===== src/assert_macros.svh =====
// ============================================================================
// assert_macros.svh
// Assertion macros shared by the mapper RTL. They sample on clk and are
// disabled while arst_n is low.
// ============================================================================
`ifndef ASSERT_MACROS_SVH
`define ASSERT_MACROS_SVH

// same-cycle implication
`define FCM_ASSERT_IMP(label, cond, prop, msg) \
	label: assert property (@(posedge clk) disable iff (!arst_n) (cond) |-> (prop)) \
		else $error(msg);

// next-cycle implication
`define FCM_ASSERT_NXT(label, cond, prop, msg) \
	label: assert property (@(posedge clk) disable iff (!arst_n) (cond) |=> (prop)) \
		else $error(msg);

`endif


===== src/fcm_pkg.sv =====
// ============================================================================
// fcm_pkg
// Types, widths and constants of the fisheye coordinate mapper.
// ============================================================================
package fcm_pkg;

	localparam int COORD_W   = 16;
	localparam int LENS_W    = COORD_W - 1;
	localparam int GUARD_W   = 16;
	localparam int XY_W      = COORD_W + GUARD_W + 3;
	localparam int ANG_W     = 32;
	localparam int MAX_STEPS = 32;
	localparam int QUO_W     = COORD_W + 1;
	localparam int REM_W     = COORD_W + 2;
	localparam int PROD_W    = 2 * COORD_W;

	localparam int ADDR_W    = 3;
	localparam int REG_IDX_W = ADDR_W - 2;
	localparam logic [REG_IDX_W-1:0] REG_LENS = REG_IDX_W'(0);

	localparam logic [31:0]       TWO_OVER_PI_Q32 = 32'd2734261102;
	localparam logic [LENS_W-1:0] LENS_RESET      = LENS_W'(16384);

	typedef logic signed [ANG_W-1:0] ang_t;

	// round(atan(2^-i) * 2^30)
	localparam ang_t ATAN_Q30 [MAX_STEPS] = '{
		843314857, 497837829, 263043837, 133525159, 67021687, 33543516,
		16775851, 8388437, 4194283, 2097149, 1048576, 524288,
		262144, 131072, 65536, 32768, 16384, 8192, 4096, 2048, 1024,
		512, 256, 128, 64, 32, 16, 8, 4, 2, 1, 0
	};

	typedef struct packed {
		logic signed [COORD_W-1:0] u_coord;
		logic signed [COORD_W-1:0] v_coord;
	} coord_beat_t;

	typedef struct packed {
		logic signed [COORD_W-1:0] mapped_u;
		logic signed [COORD_W-1:0] mapped_v;
	} mapped_beat_t;

	typedef struct packed {
		logic signed [COORD_W-1:0] u;
		logic signed [COORD_W-1:0] v;
		logic [COORD_W-1:0]        r;
	} root_t;

	typedef struct packed {
		logic signed [COORD_W-1:0] u;
		logic signed [COORD_W-1:0] v;
		logic [COORD_W-1:0]        r;
		ang_t                      z;
	} angle_t;

	typedef struct packed {
		logic [PROD_W-1:0] num_u;
		logic [PROD_W-1:0] num_v;
		logic [QUO_W-1:0]  den;
		logic              neg_u;
		logic              neg_v;
		logic              zero;
	} frac_t;

	typedef struct packed {
		logic [QUO_W-1:0] quo_u;
		logic [QUO_W-1:0] quo_v;
		logic             neg_u;
		logic             neg_v;
		logic             zero;
	} quot_t;

	function automatic logic [COORD_W-1:0] mag(input logic signed [COORD_W-1:0] c);
		return c[COORD_W-1] ? COORD_W'(-c) : COORD_W'(c);
	endfunction

endpackage


===== src/fcm_scale_pipe.sv =====
// ============================================================================
// fcm_scale_pipe
// Mapped length m = R*phi, then the numerators 2*|c|*m + r and divisor 2*r.
// ============================================================================
module fcm_scale_pipe (
	input  logic                        clk,
	input  logic                        arst_n,
	input  logic                        en,
	input  logic                        in_vld,
	input  fcm_pkg::angle_t             in_ang,
	input  logic [fcm_pkg::LENS_W-1:0]  big_r,
	output logic                        out_vld,
	output fcm_pkg::frac_t              out_frac
);

	localparam int W     = fcm_pkg::COORD_W;
	localparam int ZW    = fcm_pkg::ANG_W - 1;
	localparam int MP_W  = fcm_pkg::LENS_W + ZW;
	localparam int MQ_W  = MP_W + 1 - 30;
	localparam int PW    = fcm_pkg::PROD_W;
	localparam logic [MP_W:0]   M_RND = (MP_W + 1)'(1) << 29;
	localparam logic [MQ_W-1:0] M_CAP = MQ_W'(1) << (W - 1);

	logic [5:1]         vld_s;
	logic [ZW-1:0]      zc_s1;
	logic [MP_W-1:0]    mp_s2;
	logic [W-1:0]       m_s3;
	logic [PW-1:0]      pu_s4, pv_s4;
	fcm_pkg::frac_t     frac_s5;

	logic [W-1:0]       au_s1, au_s2, au_s3;
	logic [W-1:0]       av_s1, av_s2, av_s3;
	logic [W-1:0]       r_s1, r_s2, r_s3, r_s4;
	logic [4:1]         neg_u_s, neg_v_s, zero_s;

	logic [MP_W:0]      m_rnd;
	logic [MQ_W-1:0]    m_wide;

	always_ff @(posedge clk or negedge arst_n) begin
		if (!arst_n) begin
			vld_s <= '0;
		end else if (en) begin
			vld_s <= {vld_s[4:1], in_vld};
		end
	end

	always_comb begin
		m_rnd  = {1'b0, mp_s2} + M_RND;
		m_wide = m_rnd[MP_W:30];
	end

	always_ff @(posedge clk) begin
		if (en) begin
			zc_s1      <= in_ang.z[fcm_pkg::ANG_W-1] ? '0 : in_ang.z[ZW-1:0];
			au_s1      <= fcm_pkg::mag(in_ang.u);
			av_s1      <= fcm_pkg::mag(in_ang.v);
			r_s1       <= in_ang.r;
			neg_u_s[1] <= in_ang.u[W-1];
			neg_v_s[1] <= in_ang.v[W-1];
			zero_s[1]  <= (in_ang.r == '0) || (big_r == '0);

			mp_s2 <= big_r * zc_s1;
			au_s2 <= au_s1;
			av_s2 <= av_s1;
			r_s2  <= r_s1;

			m_s3  <= (m_wide > M_CAP) ? M_CAP[W-1:0] : m_wide[W-1:0];
			au_s3 <= au_s2;
			av_s3 <= av_s2;
			r_s3  <= r_s2;

			pu_s4 <= au_s3 * m_s3;
			pv_s4 <= av_s3 * m_s3;
			r_s4  <= r_s3;

			neg_u_s[4:2] <= neg_u_s[3:1];
			neg_v_s[4:2] <= neg_v_s[3:1];
			zero_s[4:2]  <= zero_s[3:1];

			frac_s5.num_u <= {pu_s4[PW-2:0], 1'b0} + PW'(r_s4);
			frac_s5.num_v <= {pv_s4[PW-2:0], 1'b0} + PW'(r_s4);
			frac_s5.den   <= {r_s4, 1'b0};
			frac_s5.neg_u <= neg_u_s[4];
			frac_s5.neg_v <= neg_v_s[4];
			frac_s5.zero  <= zero_s[4];
		end
	end

	assign out_vld  = vld_s[5];
	assign out_frac = frac_s5;

endmodule


===== config.mk =====
export PLATFORM = sky130hd
export DESIGN_NAME = fcm_scale_pipe
export DESIGN_NICKNAME = d
export VERILOG_FILES = /design/src/assert_macros.svh /design/src/fcm_pkg.sv /design/src/fcm_scale_pipe.sv
export SDC_FILE = /design/constraint.sdc
export NUM_CORES = 2
export LEC_CHECK = 0
export BUFFER_PORTS_ARGS = -buffer_cell sky130_fd_sc_hd__buf_2
export CAP_MARGIN = 25
export CORE_MARGIN = 5
export CORE_UTILIZATION = 45
export CTS_CLUSTER_SIZE = 14
export DETAILED_ROUTE_END_ITERATION = 12
export HOLD_SLACK_MARGIN = 0.08
export SKIP_LAST_GASP = 1
export SYNTH_ARGS = -nofsm -noshare
export SYNTH_HDL_FRONTEND = slang
export SYNTH_SLANG_ARGS = --single-unit

===== constraint.sdc =====
create_clock -name clk -period 6.7 [get_ports clk]
set_input_delay 1.005 -clock clk [delete_from_list [all_inputs] [get_ports clk]]
set_output_delay 1.005 -clock clk [all_outputs]
set_load 0.005 [all_outputs]

# Yosys cells after proc, flatten, opt, wreduce, memory -nomap -nowiden
# Cells that the tools add are included.
# totals
out_inout_bits	85
register_bits	415
word_cells	41
input_bits	99
# op_classes
n_addsub	5
muxes	2
order_cmp	1
reduce_logical	3
multipliers	3
# op_table
op	count
adder 32 x 16 -> 32 bit	2
multiplier 16 x 16 -> 31 bit	2
adder 46 x 30 -> 47 bit, second input constant	1
multiplier 15 x 31 -> 46 bit	1
negator 16 bit	2
two-way mux 15 bit	2
> comparator 17 x 16 -> 1 bit, second input constant	1
zero test 16 bit	1
zero test 15 bit	1
logical OR 1 bit	1

# Depth between registers and ports, before layout
# logic_depth
depth_word	2
depth_mapped	25
mapped_depth_nobuf	24

# Least setup slack after synthesis
# OpenSTA, ideal clock, no wires.
# synth_path
kind	input -> register
start	input big_r[0] (netlist name)
end	register mp_s2[44] (data pin)
stages	23
n_path_buf	1
slack_ns	0.067
setup_ns	0.258
required_ns	6.442
t_arrival_ns	6.375
cell_sequence	clkbuf_1 > and2_1 > fa_1 > inv_1 > fa_1 > inv_1 > fa_1 > fa_1 > fa_1 > inv_1 > fa_1 > inv_1 > ha_1 > and3_1 > nand2_1 > or3_1 > clkinv_1 > o211a_1 > nand3b_1 > and3b_4 > o311ai_4 > a21oi_1 > xnor2_1
# synth_between
elab_chain_cells	1
# synth_lines
element	line	rtl
start, declared	fcm_scale_pipe.sv:11	input logic [fcm_pkg::LENS_W-1:0] big_r,
multiplier 15 x 31 -> 46 bit	fcm_scale_pipe.sv:62	mp_s2 <= big_r * zc_s1;
end signal, assigned	fcm_scale_pipe.sv:62	
end, declared	fcm_scale_pipe.sv:26	logic [MP_W-1:0] mp_s2;
# No other way between the ends.
# A chain may end at the register's enable or synchronous reset.

# Worst setup path in the final report
# layout_path
start	input big_r[2] (netlist name)
end	register mp_s2[45] (data pin)
# Same word-level chain as after synthesis.

==> flow_summary_export.csv <==
group,metric,value,unit
status,run_status,"finished, final reports clean",
grt,grt_antenna_before_repair,0,
die,placement_rows,116,
timing,rsz0062_at_grt,"true",
synthesis,yosys_warnings,0,
synthesis,netlist.area_leader.share,0.337,
timing,period_minus_slack,6440,ps
clock_network,cts-hold-fix-buffers,0,
synthesis,synth_fp_nets,5598,
setup_path,critical_path.max_fanout,17,
final_layout,postLayoutCoreUtil,0.508,
synthesis,post_synthesis_adder_cell_area_fraction,0.431,
synthesis,synthMuxAreaShare,0.00146,
final_layout,insertedDiodeCount,0,
timing,slew-limit-headroom,0.341,
setup_path,critical_path.top_delay_family,"adder cells",
final_layout,syn2layout_area_growth,12.0,%
synthesis,post_synth_and_or_nand_nor_area_fraction,0.152,
grt,gr-usage-all-layers,0.194,
synthesis,yosys_most_used_dff,"sky130_fd_sc_hd__edfxtp_1",
final_layout,num-fill-cells,9082,
synthesis,post_synth.cell_area_avg,10.3,um2
setup_path,crit_path_frequent_cell,"sky130_fd_sc_hd__fa_1",
timing,report.final.hold_viol_count,0,
synthesis,synth.top_cells.by_area,"sky130_fd_sc_hd__fa_1, sky130_fd_sc_hd__edfxtp_1, sky130_fd_sc_hd__ha_1, sky130_fd_sc_hd__inv_1, sky130_fd_sc_hd__and2_1",
routing,avgRoutedWirePerCell,16.8,um
clock_network,clock_tree.buffer_depth,3,
synthesis,ys_top_cells_by_count,"sky130_fd_sc_hd__inv_1, sky130_fd_sc_hd__fa_1, sky130_fd_sc_hd__nand2_1, sky130_fd_sc_hd__and2_1, sky130_fd_sc_hd__edfxtp_1",
clock_network,clk_pin_slew,60,ps
setup_path,worstPathBufferInverterCount,7,
clock_network,cts_root_buffer,"sky130_fd_sc_hd__clkbuf_16",
worst_hold_path,worst_min_path_class,"primary input to async pin",
synthesis,synth_top_family_by_area,"adder cells",
job,max_cap_viol_count,0,
timing,final-setup-viol-count,0,
routing,post-route-drc-count,0,
setup_path,arrival,6810,ps
synthesis,synthMostInstantiatedCell,"sky130_fd_sc_hd__inv_1",
synthesis,synth_xor_xnor_area_share,0.0305,
setup_path,start_kind,"primary input",
synthesis,postSynthRegisterBits,384,
synthesis,synth.yosys.seq_area_share,0.254,
place,portBuffers,182,
timing,final-max-slew-violation-count,0,
die,total_die_area,107000,um2
timing,skew,15.4,ps
setup_path,crit_required,7060,ps
clock_network,cts_inserted_buffers,45,
clock_network,clk_latency,630,ps
synthesis,number_of_instances_in_the_synthesized_netlist,4397,
synthesis,synth-async-reset-ratio,0.0130,
place,placed_area,48700,um2
final_layout,area.sequential,11500,um2
final_layout,area_occupied_by_multi_input_gates,29800,um2
place,detailed_place_hpwl,80700,um
final_layout,final_design_area_no_fill,50800,um2
synthesis,synth-compound-area-share,0.0426,
clock_network,cts.sink_count,384,
clock_network,cts-htree-levels,2,
die,fp.coreArea,100000,um2
routing,detail_route.iter0.violations,1509,
die,num_io_pins,184,
routing,postRouteWirelength,101000,um
timing,tightest_slew,988,ps
grt,first_global_vias,32255,
timing,final_min_period_over_clock_period,0.962,
die,die_width,327,um
synthesis,post_synth_instance_area,45300,um2
synthesis,synth_top_area_cell,"sky130_fd_sc_hd__fa_1",
synthesis,number_of_synthesized_flops_with_an_enable_pin,379,
grt,grt_first_pass_wirelength,169000,um
grt,overflow,0,
timing,timing.fmax,155,MHz
synthesis,synth_cell_types,81,
grt,grt_start_max_net_pins,164,
setup_path,setup.worst_path.class,"primary input to flip-flop",
routing,post_drt_via_cell_ratio,4.98,
die,die_y,327,um
setup_path,cell_by_cell_listing_of_the_critical_path,"buf_2 > buf_4 > and2_1 > fa_1 > inv_1 > fa_1 > inv_1 > fa_1 > fa_1 > fa_1 > inv_1 > fa_1 > inv_1 > ha_1 > and3_1 > nand2_1 > or3_1 > clkinv_1 > o211a_1 > nand3b_1 > and3b_4 > o31ai_2 > o41ai_2 > xnor2_1",
setup_path,cp_slowest_cell,"sky130_fd_sc_hd__fa_1",
setup_path,crit_path_end_kind,"flip-flop",
place,placer_congestion,0.855,
routing,antenna_left,0,
setup_path,critical_path.max_stage_delay,530,ps
clock_network,tritoncts,"yes",
routing,drt_pre_antenna_iters,5,
die,initial_utilization,0.453,
routing,total_via_count_in_the_routed_design,29997,
final_layout,fin_nets,5887,
final_layout,drive_above_1_share,0.111,
-- worst paths after layout --
kind	from	end	slack [ps]	cells after the start
max in group asynchronous	arst_n	vld_s[2]$_DFFE_PN0P_	6380	1
worst min register to register	r_s1[8]$_DFFE_PP_	r_s2[8]$_DFFE_PP_	410	0
worst max-delay path	big_r[2]	mp_s2[45]$_DFFE_PP_	260	24
min in group clk	r_s1[8]$_DFFE_PP_	r_s2[8]$_DFFE_PP_	410	0
worst max register to register	zc_s1[27]$_SDFFCE_PP0P_	mp_s2[45]$_DFFE_PP_	310	22
worst min-delay path	arst_n	vld_s[1]$_DFFE_PN0P_	190	1
-- metal layers --
| metal | global-route usage | up-vias | part of all wire |
|---|---|---|---|
| met4 | 0.0486 | 0 | 0.023 |
| met1 | 0.254 | 15160 | 0.43 |
| li1 | - | 14086 | - |
| met2 | 0.345 | 623 | 0.50 |
| met3 | 0.0252 | 128 | 0.045 |
| met5 | 0 | - | 0 |
-- cells by family after synthesis --
kind of cell / after synthesis
multiplexers: 6
other: 1
XOR/XNOR: 158
flip-flops: 384
buffers and inverters: 1072
adder cells (fa/ha/maj): 1102
AO/OA/AOI/OAI: 291
AND/OR/NAND/NOR: 1383
-- final cells by class --
type / count / area share
clock inverter: 33 / 0.00638
timing repair buffer: 412 / 0.0592
multi-input combinational: 2941 / 0.586
sequential: 384 / 0.227
clock buffer: 50 / 0.0226
inverter: 902 / 0.0667
tap: 1298 / 0.0320
-- flip-flops by register name, indices dropped and copies added, names as in the netlist, 17 cells and up --
name,cells
out_frac,81
zc_s1,31
mp_s2,17
pu_s4,31
pv_s4,31
-- what timing repair did --
action | CTS | global route
resized for setup | 0 | 6
setup buffers | 0 | 55
setup endpoints to repair | 0 | 14
-- cells in the final DEF (no fill, tap or decap), drive strengths merged, types with 6 or more instances in the layout --
master  netlist  final
nand2b       10     10
nor4          9      9
o31ai        14     14
clkbuf      166     52
inv         901    906
o211ai        7      7
or3          16     16
buf           4    410
a31oi         8      8
nand4        14     14
edfxtp      379    379
and3         17     17
o21bai        8      8
and2        452    452
xnor2       107    107
clkinv        1     23
nand2       618    618
a21o         37     37
and4          6      6
a21oi        85     85
xor2         51     51
a211oi        6      6
nand3        39     39
nor2         95     95
o21ai        67     67
or2           6      6
fa          762    762
o21a         15     15
ha          340    340
a21boi       11     11
nor3         35     35
nor2b        50     50
-- through the flow --
step,cells,hold slack [ps],worst slack [ps],setup TNS [ps]
detailed placement,5882,405,-496,-4300
global placement,5882,401,-431,-3510
floorplan,4397,400,67.3,0
CTS,5965,143,28.7,0
finish,6020,192,257,0
global route,6020,167,-17.2,-17.2
Power is left out: the tool's default activity adds up to more than one toggle a clock period on the data nets, which glitch-free logic cannot reach.
