**src/assert_macros.svh**
```systemverilog
// ============================================================================
// assert_macros.svh
// Assertion macros shared by the mapper RTL. They sample on clk and are
// disabled while arst_n is low.
// ============================================================================
`ifndef ASSERT_MACROS_SVH
`define ASSERT_MACROS_SVH

// same-cycle implication
`define FCM_ASSERT_IMP(label, cond, prop, msg) \
	label: assert property (@(posedge clk) disable iff (!arst_n) (cond) |-> (prop)) \
		else $error(msg);

// next-cycle implication
`define FCM_ASSERT_NXT(label, cond, prop, msg) \
	label: assert property (@(posedge clk) disable iff (!arst_n) (cond) |=> (prop)) \
		else $error(msg);

`endif

```
**src/fcm_pkg.sv**
```systemverilog
// ============================================================================
// fcm_pkg
// Types, widths and constants of the fisheye coordinate mapper.
// ============================================================================
package fcm_pkg;

	localparam int COORD_W   = 16;
	localparam int LENS_W    = COORD_W - 1;
	localparam int GUARD_W   = 16;
	localparam int XY_W      = COORD_W + GUARD_W + 3;
	localparam int ANG_W     = 32;
	localparam int MAX_STEPS = 32;
	localparam int QUO_W     = COORD_W + 1;
	localparam int REM_W     = COORD_W + 2;
	localparam int PROD_W    = 2 * COORD_W;

	localparam int ADDR_W    = 3;
	localparam int REG_IDX_W = ADDR_W - 2;
	localparam logic [REG_IDX_W-1:0] REG_LENS = REG_IDX_W'(0);

	localparam logic [31:0]       TWO_OVER_PI_Q32 = 32'd2734261102;
	localparam logic [LENS_W-1:0] LENS_RESET      = LENS_W'(16384);

	typedef logic signed [ANG_W-1:0] ang_t;

	// round(atan(2^-i) * 2^30)
	localparam ang_t ATAN_Q30 [MAX_STEPS] = '{
		843314857, 497837829, 263043837, 133525159, 67021687, 33543516,
		16775851, 8388437, 4194283, 2097149, 1048576, 524288,
		262144, 131072, 65536, 32768, 16384, 8192, 4096, 2048, 1024,
		512, 256, 128, 64, 32, 16, 8, 4, 2, 1, 0
	};

	typedef struct packed {
		logic signed [COORD_W-1:0] u_coord;
		logic signed [COORD_W-1:0] v_coord;
	} coord_beat_t;

	typedef struct packed {
		logic signed [COORD_W-1:0] mapped_u;
		logic signed [COORD_W-1:0] mapped_v;
	} mapped_beat_t;

	typedef struct packed {
		logic signed [COORD_W-1:0] u;
		logic signed [COORD_W-1:0] v;
		logic [COORD_W-1:0]        r;
	} root_t;

	typedef struct packed {
		logic signed [COORD_W-1:0] u;
		logic signed [COORD_W-1:0] v;
		logic [COORD_W-1:0]        r;
		ang_t                      z;
	} angle_t;

	typedef struct packed {
		logic [PROD_W-1:0] num_u;
		logic [PROD_W-1:0] num_v;
		logic [QUO_W-1:0]  den;
		logic              neg_u;
		logic              neg_v;
		logic              zero;
	} frac_t;

	typedef struct packed {
		logic [QUO_W-1:0] quo_u;
		logic [QUO_W-1:0] quo_v;
		logic             neg_u;
		logic             neg_v;
		logic             zero;
	} quot_t;

	function automatic logic [COORD_W-1:0] mag(input logic signed [COORD_W-1:0] c);
		return c[COORD_W-1] ? COORD_W'(-c) : COORD_W'(c);
	endfunction

endpackage

```
**src/fcm_cordic_pipe.sv**
```systemverilog
// ============================================================================
// fcm_cordic_pipe
// Vectoring CORDIC, one micro-rotation per stage: angle of (R, r).
// ============================================================================
module fcm_cordic_pipe #(
	parameter int STEPS = 16
) (
	input  logic                        clk,
	input  logic                        arst_n,
	input  logic                        en,
	input  logic                        in_vld,
	input  fcm_pkg::root_t              in_root,
	input  logic [fcm_pkg::LENS_W-1:0]  big_r,
	output logic                        out_vld,
	output fcm_pkg::angle_t             out_ang
);

	localparam int N  = (STEPS > fcm_pkg::MAX_STEPS) ? fcm_pkg::MAX_STEPS : STEPS;
	localparam int XW = fcm_pkg::XY_W;
	localparam int G  = fcm_pkg::GUARD_W;

	logic [N:0]           vld_s;
	logic signed [XW-1:0] x_s  [N+1];
	logic signed [XW-1:0] y_s  [N+1];
	fcm_pkg::ang_t        z_s  [N+1];
	fcm_pkg::root_t       rt_s [N+1];

	always_ff @(posedge clk or negedge arst_n) begin
		if (!arst_n) begin
			vld_s <= '0;
		end else if (en) begin
			vld_s <= {vld_s[N-1:0], in_vld};
		end
	end

	always_ff @(posedge clk) begin
		if (en) begin
			x_s[0]  <= XW'({big_r, {G{1'b0}}});
			y_s[0]  <= XW'({in_root.r, {G{1'b0}}});
			z_s[0]  <= '0;
			rt_s[0] <= in_root;
		end
	end

	for (genvar i = 0; i < N; i++) begin : g_rot
		always_ff @(posedge clk) begin
			if (en) begin
				rt_s[i+1] <= rt_s[i];
				if (!y_s[i][XW-1]) begin
					x_s[i+1] <= x_s[i] + (y_s[i] >>> i);
					y_s[i+1] <= y_s[i] - (x_s[i] >>> i);
					z_s[i+1] <= z_s[i] + fcm_pkg::ATAN_Q30[i];
				end else begin
					x_s[i+1] <= x_s[i] - (y_s[i] >>> i);
					y_s[i+1] <= y_s[i] + (x_s[i] >>> i);
					z_s[i+1] <= z_s[i] - fcm_pkg::ATAN_Q30[i];
				end
			end
		end
	end

	assign out_vld = vld_s[N];
	assign out_ang = '{u: rt_s[N].u, v: rt_s[N].v, r: rt_s[N].r, z: z_s[N]};

endmodule

```
**config.mk**
```make
export PLATFORM = sky130hd
export DESIGN_NAME = fcm_cordic_pipe
export DESIGN_NICKNAME = d
export VERILOG_FILES = /design/src/assert_macros.svh /design/src/fcm_pkg.sv /design/src/fcm_cordic_pipe.sv
export SDC_FILE = /design/constraint.sdc
export NUM_CORES = 2
export LEC_CHECK = 0
export ABC_CLOCK_PERIOD_IN_PS = 8200
export BUFFER_PORTS_ARGS = -buffer_cell sky130_fd_sc_hd__buf_2
export CORE_MARGIN = 1
export CORE_UTILIZATION = 50
export DETAILED_ROUTE_END_ITERATION = 12
export PLACE_DENSITY = 0.71
export SYNTH_ARGS = -nofsm -noshare
export SYNTH_HDL_FRONTEND = slang
export SYNTH_SLANG_ARGS = --single-unit
```
**constraint.sdc**
```tcl
create_clock -name clk -period 8.2 [get_ports clk]
set_input_delay 0.41 -clock clk [delete_from_list [all_inputs] [get_ports clk]]
set_output_delay 0.41 -clock clk [all_outputs]
set_load 0.005 [all_outputs]
```
Word level (Yosys, flattened, before mapping):

Memory sizes are Yosys's and may differ from the RTL's.
Cells that the tools add are included.

* bits in registers: 17
* bits in writable memories: 2550
* input bits: 67
* output and inout port bits: 81
* memories kept: 4

Memory list
* rt_s: depth 17, bits a word 48, read ports 17, clocked after Yosys merged registers in 0, wr ports 17, RTL line fcm_cordic_pipe.sv:26 `fcm_pkg::root_t rt_s [N+1];`
* x_s: depth 17, bits a word 35, read ports 16, clocked after Yosys merged registers in 0, wr ports 17, RTL line fcm_cordic_pipe.sv:23 `logic signed [XW-1:0] x_s [N+1];`
* y_s: depth 17, bits a word 35, read ports 16, clocked after Yosys merged registers in 0, wr ports 17, RTL line fcm_cordic_pipe.sv:24 `logic signed [XW-1:0] y_s [N+1];`
* z_s: depth 17, bits a word 32, read ports 17, clocked after Yosys merged registers in 0, wr ports 17, RTL line fcm_cordic_pipe.sv:25 `fcm_pkg::ang_t z_s [N+1];`

* add/subtract/negate cells: 95
* multiplexer cells: 146
* bitwise operators: 48

Operator list (count)
* $mux 35: 32
* $mux 32: 16
* $mux 1: 98
* $add 35x20->35: 2
* $add 35x21->35: 2
* $add 35x22->35: 2
* $add 35x23->35: 2
* $add 35x24->35: 2
* $add 35x25->35: 2
* $add 35x26->35: 2
* $add 35x27->35: 2
* $add 35x28->35: 2
* $add 35x29->35: 2
* $add 35x30->35: 2
* $add 35x31->35: 2
* $add 35x32->35: 2
* $add 35x33->35: 2
* $add 35x34->35: 2
* $sub 35x20->35: 2
* $sub 35x21->35: 2
* $sub 35x22->35: 2
* $sub 35x23->35: 2
* $sub 35x24->35: 2
* $sub 35x25->35: 2
* 42 further kinds: 101

Longest topological paths before layout:

* depth after elaboration: 4
* mapped depth: 22
* mapped depth without buffers: 21

Least setup slack after synthesis:

OpenSTA, ideal clock, no wires.

* kind: input-to-reg
* start point: input port en
* end point: memory y_s[9][33] in the netlist's numbering, data pin
* setup time: 0.265 ns
* arrival time: 4.782 ns
* data required time: 7.935 ns
* setup slack: 3.152 ns
* stages: 20
* path buffers: 4
* path through: clkbuf_1 -> clkbuf_1 -> clkbuf_1 -> nand2_1 -> inv_1 -> clkbuf_1 -> a21oi_1 -> xnor2_1 -> ha_1 -> a21o_1 -> a21o_1 -> a21o_1 -> a31o_2 -> o41ai_2 -> a211oi_1 -> a221o_1 -> a221o_1 -> a21oi_1 -> o21ai_0 -> xor2_1

RTL lines
* start, declared: RTL line fcm_cordic_pipe.sv:10 `input logic en,`
* end, declared: RTL line fcm_cordic_pipe.sv:24

==> impl_summary.md <==
Run status
The flow ran to the end, and the final reports show no timing, DRC or antenna violations.

Worst setup path
The critical path starts at y_s[8][34]$_DFFE_PP_. The beginning of the worst register-to-register path is y_s[8][34]$_DFFE_PP_. The maximum single-stage delay on the critical path is 0.86 ns.

The signal on the critical path passes through nand2_2, buf_4, inv_1, buf_4, ha_1, nor2b_1, o21a_1, o21ai_0, a211oi_1, o31a_1, o2111ai_1, a2111oi_0, nor2_1, o21ai_0, a311oi_1, xnor2_1. The arrival time at the worst endpoint is 6.33 ns. STA classifies the critical path startpoint as a flip-flop. The largest driver fanout on the critical path is 55. The data required time of the critical path is about 8.8 ns. The category of the critical setup timing path is flip-flop to flip-flop.

The kind of end point of the critical path is a flip-flop. The cell with the largest stage delay on the worst path is sky130_fd_sc_hd__a2111oi_0.

Synth
After technology mapping, the gate count stands at 11500. In the synthesized netlist the async set-or-reset flop fraction comes to 0.802%. The count of state elements after synthesis is ~2100. In this run, distinct cell masters in the synthesized netlist total 103.

The number of enable flip-flop cells after synthesis is between 2000 and 2500. The post-synthesis sequential area ratio is 49.2%. Yosys printed 0 warnings. In the synthesized netlist the dominant register cell turns out to be sky130_fd_sc_hd__edfxtp_1. The mapped cell area is about 130000 µm². The synthesized area per cell is about 11 µm².

Finish
The net total in the final layout is 13000. The commonest non-fill, non-tap cell in the layout is sky130_fd_sc_hd__edfxtp_1. The final cell count without fillers is 15400. The top cell types in the final layout, fill and taps aside, are sky130_fd_sc_hd__edfxtp_1, sky130_fd_sc_hd__ha_1, sky130_fd_sc_hd__xnor2_1.

The layout has 21300 filler cells. The fraction of layout cells with a size suffix above 1 is 5.95%. The area growth from synthesis to layout is 10.2%.

Worst hold path
The path class of the lowest-slack min-delay path is primary input to flip-flop. In this run the most critical hold path is launched from en.

Global route
The total routing resource utilization after global routing is between 20% and 30%. The via count of the first global-routing pass is 87900. The global route total overflow is 0.

The initial antenna violation count came to 2. The first-pass GRT wire length is about 470000 µm. Entering global routing, the biggest net connects approximately 190 pins.

Die
The overall die height is about 510 µm. The die covers 260000 µm². The floorplan has 186 rows. The number of top-level pins is 148.

The floorplan step set the die width to 510 µm. The initial core utilization is roughly 50%. The floorplan core area is 257000 µm².

Placement
The detailed placement HPWL is between 200000 and 250000 µm. The cell count after placement is about 15000. The number of input and output port buffers inserted is 146. Routability-driven placement finished with a final weighted congestion of 0.957.

CTS
Clock latency on the worst-skew pair, taken at its later pin, is 0.91 ns. The deepest clock path buffer count is 3. Once the clock tree was built, the resizer swapped 0 gates to a different size.

The clock buffer count from CTS is 227. The total number of clock tree sinks is 2121. The tree is rooted in a sky130_fd_sc_hd__clkbuf_16. Clock-pin slew was measured on the worst setup and hold paths at 0.06 ns. In this run the number of H-tree levels came out at 4.

The number of setup buffers added after CTS is 0. In this run, post-CTS hold repair placed 66 buffers. The TritonCTS clock tree is done.

Timing
At the pin with the least slew margin, the transition time is 1.29 ns. The number of hold violations in the final report came to 0. The time the worst path needs with I/O delays and setup is 5.73 ns. Dividing the final minimum period by the clock period gives 69.9%. For the final routed database, the setup TNS stands at 0 ns. For this run, the top clock speed supported by timing is 0.174 GHz. Between clock sinks in the finished design, the worst skew comes to 0.129 ns. The total count of max-transition violations in the final report came to 0. The worst-case headroom to the max-slew limit is a little over an eighth. Setup violations remaining at the end of the flow were counted as 0.

Setup repair after global routing left no endpoint under its margin.

Route
For this block, the routed nets add up to 295000 µm of wire. In the routed design, unresolved DRC markers number 0. Before antenna repair, the detailed router went through 6 iterations. After detailed routing, the number of vias per cell comes to 5.81.

For this block, the initial DRC count from the detailed router was 6363. In this run the remaining antenna-violating nets after routing total 0. The final route contains 89300 vias. The detailed-route wire length per cell is 19.2 µm.

Flow run
The tool flagged a number of max-cap violations equal to 0.
[kinds of logic (layout without fill, tap and decap cells)]
logic type	after synthesis	after routing	synth area share, %
AND/OR/NAND/NOR	2711	2711	10.2
AO/OA/AOI/OAI	3174	3174	15.8
other	2	5	0.00581
multiplexers	72	72	0.598
buffers and inverters	628	1130	1.83
XOR/XNOR	1566	1566	10.6
flip-flops	2121	2121	49.2
adder cells (fa/ha/maj)	1194	1194	11.8
[area by class of cell]
cell class | instances | area [µm²] | area share [%]
Tap cell | 3384 | 4230 | 2.97
Antenna cell | 1 | 2.50 | 0.00176
Timing Repair Buffer | 274 | 1900 | 1.33
Multi-Input combinational cell | 8721 | 63200 | 44.4
Sequential cell | 2121 | 63600 | 44.7
Clock buffer | 256 | 5790 | 4.07
Inverter | 427 | 1600 | 1.13
Clock inverter | 173 | 2020 | 1.42
[Yosys cell counts (60+ instances only)]
master / number / area (µm²)
sky130_fd_sc_hd__nand2_1: 642 / 2410
sky130_fd_sc_hd__or3_1: 73 / 457
sky130_fd_sc_hd__xor2_1: 555 / 4860
sky130_fd_sc_hd__a21oi_1: 1002 / 5010
sky130_fd_sc_hd__a211oi_1: 60 / 450
sky130_fd_sc_hd__nand3_1: 147 / 736
sky130_fd_sc_hd__o21a_1: 191 / 1430
sky130_fd_sc_hd__inv_1: 420 / 1580
sky130_fd_sc_hd__nor2_1: 785 / 2950
sky130_fd_sc_hd__nor2b_1: 158 / 988
sky130_fd_sc_hd__clkbuf_1: 174 / 653
sky130_fd_sc_hd__nor3_1: 240 / 1200
sky130_fd_sc_hd__a21o_1: 489 / 3670
sky130_fd_sc_hd__o41ai_1: 68 / 596
sky130_fd_sc_hd__ha_1: 1161 / 14500
sky130_fd_sc_hd__edfxtp_1: 2104 / 63200
sky130_fd_sc_hd__and3_1: 82 / 513
sky130_fd_sc_hd__nand4_1: 77 / 482
sky130_fd_sc_hd__nor4_1: 93 / 582
sky130_fd_sc_hd__o21bai_1: 143 / 1070
sky130_fd_sc_hd__a31oi_1: 77 / 482
sky130_fd_sc_hd__o21ai_0: 592 / 2960
sky130_fd_sc_hd__xnor2_1: 1011 / 8850
sky130_fd_sc_hd__o31ai_1: 152 / 1140
sky130_fd_sc_hd__nand2b_1: 187 / 1170
[routing by layer]
| metal | wire [µm] | GRT usage [%] | vias to the layer above |
|---|---|---|---|
| met5 | 0 | 0 | - |
| met2 | 141000 | 38.0 | 2328 |
| met1 | 128000 | 28.3 | 42700 |
| met4 | 13000 | 9.99 | 0 |
| li1 | - | - | 43500 |
| met3 | 13400 | 2.87 | 671 |
[flip-flops by register name, indices dropped and copies added, names as in the netlist]
| signal | count |
|---|---|
| z_s | 436 |
| rt_s | 816 |
| y_s | 428 |
| x_s | 424 |
| vld_s | 17 |
[path summary, 6_finish.rpt]
check                                         endpoint  slack [ns]  cells after the start
worst min-delay path             vld_s[15]$_DFFE_PN0P_        0.11                      2
min in group asynchronous        vld_s[16]$_DFFE_PN0P_        0.62                      3
max in group asynchronous         vld_s[8]$_DFFE_PN0P_        7.10                      3
worst max-delay path              z_s[9][30]$_DFFE_PP_        2.47                     16
worst max register to register    z_s[9][30]$_DFFE_PP_        2.47                     16
worst min register to register  rt_s[15][14]$_DFFE_PP_        0.33                      0
[critical path, delay by kind of cell (launching register included)]
kind | cells | cell delay (ns)
buf+inv | 3 | 1.49
compound gates | 8 | 2.55
flops | 1 | 0.45
xor+xnor | 1 | 0.14
fa+ha+maj | 1 | 0.34
simple gates | 3 | 0.38
[metrics by stage]
step                utilization (%)  cell area (µm²)  setup slack [ns]  hold slack (ns)
detailed placement             52.1           134000              2.30            0.350
CTS                            55.4           142000              2.57           0.0260
floorplan                         -           129000              3.15            0.114
global route                   55.4           142000              2.14           0.0621
finish                         55.4           142000              2.47            0.108
global placement               52.1           134000              2.40            0.337
Power is left out: the tool's default activity adds up to more than one toggle a clock period on the data nets, which glitch-free logic cannot reach.
