<file path="src/assert_macros.svh">
// ============================================================================
// assert_macros.svh
// Assertion macros shared by the mapper RTL. They sample on clk and are
// disabled while arst_n is low.
// ============================================================================
`ifndef ASSERT_MACROS_SVH
`define ASSERT_MACROS_SVH

// same-cycle implication
`define FCM_ASSERT_IMP(label, cond, prop, msg) \
	label: assert property (@(posedge clk) disable iff (!arst_n) (cond) |-> (prop)) \
		else $error(msg);

// next-cycle implication
`define FCM_ASSERT_NXT(label, cond, prop, msg) \
	label: assert property (@(posedge clk) disable iff (!arst_n) (cond) |=> (prop)) \
		else $error(msg);

`endif

</file>
<file path="src/fcm_pkg.sv">
// ============================================================================
// fcm_pkg
// Types, widths and constants of the fisheye coordinate mapper.
// ============================================================================
package fcm_pkg;

	localparam int COORD_W   = 16;
	localparam int LENS_W    = COORD_W - 1;
	localparam int GUARD_W   = 16;
	localparam int XY_W      = COORD_W + GUARD_W + 3;
	localparam int ANG_W     = 32;
	localparam int MAX_STEPS = 32;
	localparam int QUO_W     = COORD_W + 1;
	localparam int REM_W     = COORD_W + 2;
	localparam int PROD_W    = 2 * COORD_W;

	localparam int ADDR_W    = 3;
	localparam int REG_IDX_W = ADDR_W - 2;
	localparam logic [REG_IDX_W-1:0] REG_LENS = REG_IDX_W'(0);

	localparam logic [31:0]       TWO_OVER_PI_Q32 = 32'd2734261102;
	localparam logic [LENS_W-1:0] LENS_RESET      = LENS_W'(16384);

	typedef logic signed [ANG_W-1:0] ang_t;

	// round(atan(2^-i) * 2^30)
	localparam ang_t ATAN_Q30 [MAX_STEPS] = '{
		843314857, 497837829, 263043837, 133525159, 67021687, 33543516,
		16775851, 8388437, 4194283, 2097149, 1048576, 524288,
		262144, 131072, 65536, 32768, 16384, 8192, 4096, 2048, 1024,
		512, 256, 128, 64, 32, 16, 8, 4, 2, 1, 0
	};

	typedef struct packed {
		logic signed [COORD_W-1:0] u_coord;
		logic signed [COORD_W-1:0] v_coord;
	} coord_beat_t;

	typedef struct packed {
		logic signed [COORD_W-1:0] mapped_u;
		logic signed [COORD_W-1:0] mapped_v;
	} mapped_beat_t;

	typedef struct packed {
		logic signed [COORD_W-1:0] u;
		logic signed [COORD_W-1:0] v;
		logic [COORD_W-1:0]        r;
	} root_t;

	typedef struct packed {
		logic signed [COORD_W-1:0] u;
		logic signed [COORD_W-1:0] v;
		logic [COORD_W-1:0]        r;
		ang_t                      z;
	} angle_t;

	typedef struct packed {
		logic [PROD_W-1:0] num_u;
		logic [PROD_W-1:0] num_v;
		logic [QUO_W-1:0]  den;
		logic              neg_u;
		logic              neg_v;
		logic              zero;
	} frac_t;

	typedef struct packed {
		logic [QUO_W-1:0] quo_u;
		logic [QUO_W-1:0] quo_v;
		logic             neg_u;
		logic             neg_v;
		logic             zero;
	} quot_t;

	function automatic logic [COORD_W-1:0] mag(input logic signed [COORD_W-1:0] c);
		return c[COORD_W-1] ? COORD_W'(-c) : COORD_W'(c);
	endfunction

endpackage

</file>
<file path="src/fcm_div_pipe.sv">
// ============================================================================
// fcm_div_pipe
// Two-lane pipelined restoring divider, one quotient bit per stage.
// ============================================================================
`include "assert_macros.svh"

module fcm_div_pipe (
	input  logic           clk,
	input  logic           arst_n,
	input  logic           en,
	input  logic           in_vld,
	input  fcm_pkg::frac_t in_frac,
	output logic           out_vld,
	output fcm_pkg::quot_t out_quo
);

	localparam int QW = fcm_pkg::QUO_W;
	localparam int PW = fcm_pkg::REM_W;
	localparam int NW = fcm_pkg::PROD_W;

	logic [QW:0]    vld_s;
	logic [PW-1:0]  pu_s  [QW+1];
	logic [PW-1:0]  pv_s  [QW+1];
	logic [QW-1:0]  nu_s  [QW+1];
	logic [QW-1:0]  nv_s  [QW+1];
	logic [QW-1:0]  qu_s  [QW+1];
	logic [QW-1:0]  qv_s  [QW+1];
	logic [QW-1:0]  den_s [QW+1];
	logic [QW:0]    neg_u_s, neg_v_s, zero_s;
	logic [PW-1:0]  den_last;

	always_ff @(posedge clk or negedge arst_n) begin
		if (!arst_n) begin
			vld_s <= '0;
		end else if (en) begin
			vld_s <= {vld_s[QW-1:0], in_vld};
		end
	end

	// numerator / 2^QW is below the divisor, so it seeds the remainder
	always_ff @(posedge clk) begin
		if (en) begin
			pu_s[0]    <= PW'(in_frac.num_u[NW-1:QW]);
			pv_s[0]    <= PW'(in_frac.num_v[NW-1:QW]);
			nu_s[0]    <= in_frac.num_u[QW-1:0];
			nv_s[0]    <= in_frac.num_v[QW-1:0];
			qu_s[0]    <= '0;
			qv_s[0]    <= '0;
			den_s[0]   <= in_frac.den;
			neg_u_s[0] <= in_frac.neg_u;
			neg_v_s[0] <= in_frac.neg_v;
			zero_s[0]  <= in_frac.zero;
			neg_u_s[QW:1] <= neg_u_s[QW-1:0];
			neg_v_s[QW:1] <= neg_v_s[QW-1:0];
			zero_s[QW:1]  <= zero_s[QW-1:0];
		end
	end

	for (genvar k = 0; k < QW; k++) begin : g_div
		logic [PW-1:0] tu, tv, dx;

		always_comb begin
			tu = {pu_s[k][PW-2:0], nu_s[k][QW-1]};
			tv = {pv_s[k][PW-2:0], nv_s[k][QW-1]};
			dx = PW'(den_s[k]);
		end

		always_ff @(posedge clk) begin
			if (en) begin
				nu_s[k+1]  <= nu_s[k] << 1;
				nv_s[k+1]  <= nv_s[k] << 1;
				den_s[k+1] <= den_s[k];
				if (tu >= dx) begin
					pu_s[k+1] <= tu - dx;
					qu_s[k+1] <= {qu_s[k][QW-2:0], 1'b1};
				end else begin
					pu_s[k+1] <= tu;
					qu_s[k+1] <= {qu_s[k][QW-2:0], 1'b0};
				end
				if (tv >= dx) begin
					pv_s[k+1] <= tv - dx;
					qv_s[k+1] <= {qv_s[k][QW-2:0], 1'b1};
				end else begin
					pv_s[k+1] <= tv;
					qv_s[k+1] <= {qv_s[k][QW-2:0], 1'b0};
				end
			end
		end
	end

	assign out_vld  = vld_s[QW];
	assign out_quo  = '{quo_u: qu_s[QW], quo_v: qv_s[QW], neg_u: neg_u_s[QW],
		neg_v: neg_v_s[QW], zero: zero_s[QW]};
	assign den_last = PW'(den_s[QW]);

	`FCM_ASSERT_IMP(a_rem_u_below_den, vld_s[QW] && !zero_s[QW], pu_s[QW] < den_last, "u remainder not below divisor")

endmodule

</file>
<file path="config.mk">
export PLATFORM = sky130hd
export DESIGN_NAME = fcm_div_pipe
export DESIGN_NICKNAME = d
export VERILOG_FILES = /design/src/fcm_pkg.sv /design/src/fcm_div_pipe.sv
export VERILOG_INCLUDE_DIRS = /design/src /design/src/src
export SDC_FILE = /design/constraint.sdc
export NUM_CORES = 2
export LEC_CHECK = 0
export ABC_AREA = 1
export BUFFER_PORTS_ARGS = -buffer_cell sky130_fd_sc_hd__buf_2
export CORE_UTILIZATION = 30
export DETAILED_ROUTE_END_ITERATION = 16
export MAX_ROUTING_LAYER = met4
export SLEW_MARGIN = 20
export SYNTH_ARGS = -nofsm -noshare
export SYNTH_HDL_FRONTEND = slang
export SYNTH_SLANG_ARGS = --single-unit
</file>
<file path="constraint.sdc">
create_clock -name clk -period 2.45 [get_ports clk]
set_input_delay 0.3675 -clock clk [delete_from_list [all_inputs] [get_ports clk]]
set_output_delay 0.3675 -clock clk [all_outputs]
set_load 0.02 [all_outputs]
</file>
# Word-level counts from Yosys, hierarchy flattened
# Memory sizes are Yosys's and may differ from the RTL's.
# Index checks and enable logic that the tools add are counted.
[word_totals]
elab_cells = 421
latch_bits = 0
mem_bits_ro = 0
out_inout_bits = 38
in_bits = 88
register_bits = 72
n_memories = 7
mem_bits_rw = 2178
[op_classes]
mul = 0
n_mux = 274
add_sub_neg = 34
n_eq_ne = 0
n_lt_le_gt_ge = 34
shift = 0
n_reduce_logical = 0
div = 0
bitwise_logic = 68
[memory_table]
columns = ["memory", "depth", "word_bits", "rd", "rd_clocked_by_memory_dff", "write_ports", "line", "text"]
rows = [
  ["pu_s", 18, 18, 17, 0, 18, "fcm_div_pipe.sv:22", "logic [PW-1:0] pu_s [QW+1];"],
  ["pv_s", 18, 18, 17, 0, 18, "fcm_div_pipe.sv:23", "logic [PW-1:0] pv_s [QW+1];"],
  ["den_s", 18, 17, 17, 0, 18, "fcm_div_pipe.sv:28", "logic [QW-1:0] den_s [QW+1];"],
  ["nu_s", 18, 17, 17, 0, 18, "fcm_div_pipe.sv:24", "logic [QW-1:0] nu_s [QW+1];"],
  ["nv_s", 18, 17, 17, 0, 18, "fcm_div_pipe.sv:25", "logic [QW-1:0] nv_s [QW+1];"],
  ["qu_s", 18, 17, 18, 0, 18, "fcm_div_pipe.sv:26", "logic [QW-1:0] qu_s [QW+1];"],
  ["1 more memories", "-", "-", "-", "-", "-", "-", ""],
]
[ops]
columns = ["operator", "count"]
rows = [
  [">= comparator 18 x 17 -> 1 bit", 34],
  ["2-to-1 mux 18 bit", 34],
  ["subtractor 18 x 17 -> 18 bit", 34],
  ["2-to-1 mux 17 bit", 34],
  ["2-to-1 mux 1 bit", 206],
  ["bitwise OR 1 bit", 68],
]

# Logic depth before layout (Yosys ltp)
# An unclocked memory read counts as a cell.
[logic_depth]
ltp_word = 6
mapped_depth = 15
depth_no_buf = 14

# Worst setup path before layout
# No wires, ideal clock.
[synth_timing]
path_kind = "flip-flop to flip-flop"
start = "memory den_s[13][0] in the netlist's numbering"
end = "memory pu_s[7][11] in the netlist's numbering, data pin"
arrival_time_ps = 1942
setup_ps = 252
path_stages_with_launch = 14
required_ps = 2198
period_less_slack_ps = 2194
n_path_buf = 1
slack_ps = 256
cell_sequence = "edfxtp_1 ha_1 fa_1 inv_1 nand2_1 nand2_1 nand3_1 nand2_1 nand2_1 nand2_1 nand2_2 buf_2 nand3_1 nand2_1"
[synth_rtl]
columns = ["item", "line"]
rows = [
  ["start: declaration", "fcm_div_pipe.sv:28"],
  ["end: declaration", "fcm_div_pipe.sv:22"],
]

==> out/results.ini <==
[timing]
layout_setup_ws_ps=61.2
fin_crit_sh_pct=97.5
hold_violations=0
fin_crit_ps=2390
maxSlewHeadroom_pct=30.8
clock.fmax_mhz=419
worstMarginPinSlew_ps=1040
rsz0062_at_grt=true
setup_violations=0
clock_skew_ps=87.4
slew_violations=0

[layout]
finish.utilization_pct=35.8
layout_commonest_cell=nand2_1
drive_above_1_share_pct=11.1
most-common-layout-cells=nand2_1, inv_1, edfxtp_1, nand3_1, ha_1
multiInputGateArea_sq_um=37500
register_area_sq_um=46300
nets=12400
area_growth_pct=18.6
fillers=31200

[global_route]
grt_antenna_before_repair=14
first_global_vias=66500
overflow=0
grt_first_pass_wirelength_mm=385
grt_max_degree=135
track_usage_pct=16.5

[power_and_ir_drop]
internal_power_w=0.0708
power_frac_clock_pct=22.3
leakagePower_nw=53.9
p_per_area_nw_per_um2=1080
swShare_pct=39.9
p_switching_w=0.0470
total_power_w=0.118
p_comb_share_pct=42.6
ir_drop_uv=706
power_frac_seq_pct=35.0

[setup_path]
cp.required_ps=3080
r2r_end=pu_s[7][15]$_DFFE_PP_
cp.arrival_ps=3020
start_kind=flip-flop
reg2reg_slack_ps=60
timing_worst_setup_path_type=reg2reg
endpoint_kind=flip-flop
reg2reg_depth=10
rr_startpoint=den_s[13][1]$_DFFE_PP_
cp_max_fo=17

[clock_tree]
clock_path_buffers=4
insertion_delay_ps=870
cts_tree=yes
numCtsBuffers=183
cts_sinks=1547
htree_levels=4
clkTransAtPathRegs_ps=70
root_buffer=clkbuf_16

[yosys]
synth_edf_count=1527
avgSynthCellArea_sq_um=8.39
ys_warn_count=0
ys.flop_type=edfxtp_1
syn_inst=10900
yosysSeqAreaShare_pct=50.5
syn-num-nets=11600
synth_seq_cells=1547
synth_area_sq_um=91700
yosys.cell_types.count=40
async_reset_ff_share_pct=1.16

[floorplanning]
placeableCoreArea_sq_um=304000
start_util_pct=30.2
dieArea_sq_um=308000
chipWidth_microns=555
rows=202
chipHeight_microns=555
ioPinCount=126

[hold_path]
min_path_type=in2reg
hp-start=in_frac[70]
min_to=pu_s[0][1]$_DFFE_PP_
hold_depth=2

[status]
status=finished clean

[route]
remaining_drc_errors=0
antenna_left=0
wl_per_cell_microns=15.8
viasPerCell=4.41
drtIter0Drc=5133
dr.pass1.iters=6
vias=70400
totalWireLength_mm=253

[flow_run]
drv_cap=0

[place]
pre_cts_slack_ps=-107
place_hpwl_mm=202
numPortBuffers=125
gp_congestion=0.931

==> worst max path at each step <==
| stage | startpoint | to | cells past startpoint |
|---|---|---|---|
| 2_1_floorplan | den_s[13][0]$_DFFE_PP_ | pu_s[7][11]$_DFFE_PP_ | 13 |
| 3_3_place_gp | den_s[14][0]$_DFFE_PP_ | pu_s[7][29]$_DFFE_PP_ | 13 |
| 3_5_place_dp | den_s[14][0]$_DFFE_PP_ | pu_s[7][30]$_DFFE_PP_ | 13 |
| 4_1_cts | den_s[6][0]$_DFFE_PP_ | pv_s[3][19]$_DFFE_PP_ | 12 |
| 5_1_grt | den_s[14][0]$_DFFE_PP_ | pv_s[7][33]$_DFFE_PP_ | 14 |
| 6_report | den_s[13][1]$_DFFE_PP_ | pu_s[7][15]$_DFFE_PP_ | 10 |
==> routing by layer <==
layer  GRT usage (%)  routed length (microns)
met5               -                        0
met4            4.45                     7090
met3            1.89                    12200
met2            27.0                   117000
met1            21.6                   116000
==> cell families (layout without fill, tap and decap cells) <==
group | count (synthesis) | count (layout) | share of synthesized area (%)
and+or+nand+nor | 5982 | 5991 | 27.0
buffers and inverters | 2166 | 3101 | 9.41
DFF | 1547 | 1547 | 50.5
adders and majority gates | 608 | 608 | 8.56
AOI/OAI and AO/OA | 403 | 403 | 2.36
xor gates and xnor gates | 226 | 226 | 2.16
other | 0 | 4 | 0
==> through the flow <==
stage | setup TNS [ps] | hold WS [ps] | cell area [sq um] | std cells
floorplan | 0 | 71.9 | 91700 | 10900
global placement | -1350 | 319 | 101000 | 15500
detailed placement | -2630 | 323 | 101000 | 15500
CTS | 0 | 145 | 108000 | 15900
global route | -280 | 178 | 109000 | 16000
finish | 0 | 213 | 109000 | 16000
==> sequential cells by signal (all words and copies together), names as in the netlist <==
| name | count |
|---|---|
| nu_s | 153 |
| qv_s | 153 |
| neg_v_s | 18 |
| nv_s | 153 |
| den_s | 289 |
| pu_s | 287 |
| neg_u_s | 18 |
| qu_s | 153 |
| zero_s | 18 |
| vld_s | 18 |
| pv_s | 287 |
==> critical path: stages (launching register included) <==
cell and delay [ps]:
edfxtp_1 510, inv_1 190, ha_1 330, nand2_1 80
nor3_1 320, nand2_1 110, nor2_2 160, nor2_4 60
buf_4 200, nand3_1 90, nand2_1 60
==> cells in the mapped netlist, types with 2 or more instances <==
cell type  count  share of area [%]
nand3b_1      11              0.090
o21bai_1       3              0.025
nand3_1      939                5.1
o21a_1         3              0.025
and2_1        56               0.38
edfxtp_1    1527                 50
nor3_1        96               0.52
nand2_4       33               0.41
nor4_1         4              0.027
buf_4         51               0.42
nor2_2        24               0.16
buf_6         32               0.39
nand3_2        2              0.022
or2_2         20               0.14
nand4_1       46               0.31
o211ai_1      22               0.18
buf_2         54               0.29
dfrtp_1       18               0.49
nand2_2       52               0.35
a21o_1         4              0.033
fa_1          32               0.70
xor2_1       156                1.5
ha_1         576                7.9
dfxtp_1        2              0.044
xnor2_1       70               0.67
inv_1       1983                8.1
clkbuf_1      45               0.18
a21oi_2       14               0.13
nor2_1       454                1.9
nand2_1     4219                 17
nor2_4        22               0.27
o21ai_0       39               0.21
a21oi_1      316                1.7
==> final cells by class <==
class / count / share of cell area [%]
Timing Repair Buffer: 790 / 6.13
Tap cell: 4080 / 4.69
Clock buffer: 204 / 4.28
Antenna cell: 4 / 0.00920
Clock inverter: 123 / 0.992
Multi-Input combinational cell: 7228 / 34.4
Inverter: 1984 / 6.85
Sequential cell: 1547 / 42.6
==> power groups by stage <==
stage / combinational (W) / sequential, W / clock [W]
final: 0.0502 / 0.0413 / 0.0263
after global routing: 0.0576 / 0.0416 / 0.0281
after CTS: 0.0491 / 0.0413 / 0.0272
after detailed placement: 0.0487 / 0.0418 / 0
after global placement: 0.0483 / 0.0420 / 0
after floorplan: 0.0358 / 0.0389 / 0
==> repair_timing <==
item / 4_1_cts / 5_1_grt
buffers inserted: 7 / 56
hold buffers: 88 / 0
resized for setup: 10 / 211
endpoints found under the setup margin: 130 / 503
pin swaps: 1 / 38
endpoints found under the hold margin: 104 / 0
cloned: 0 / 10
No activity file was read; power rests on OpenSTA's default activity.
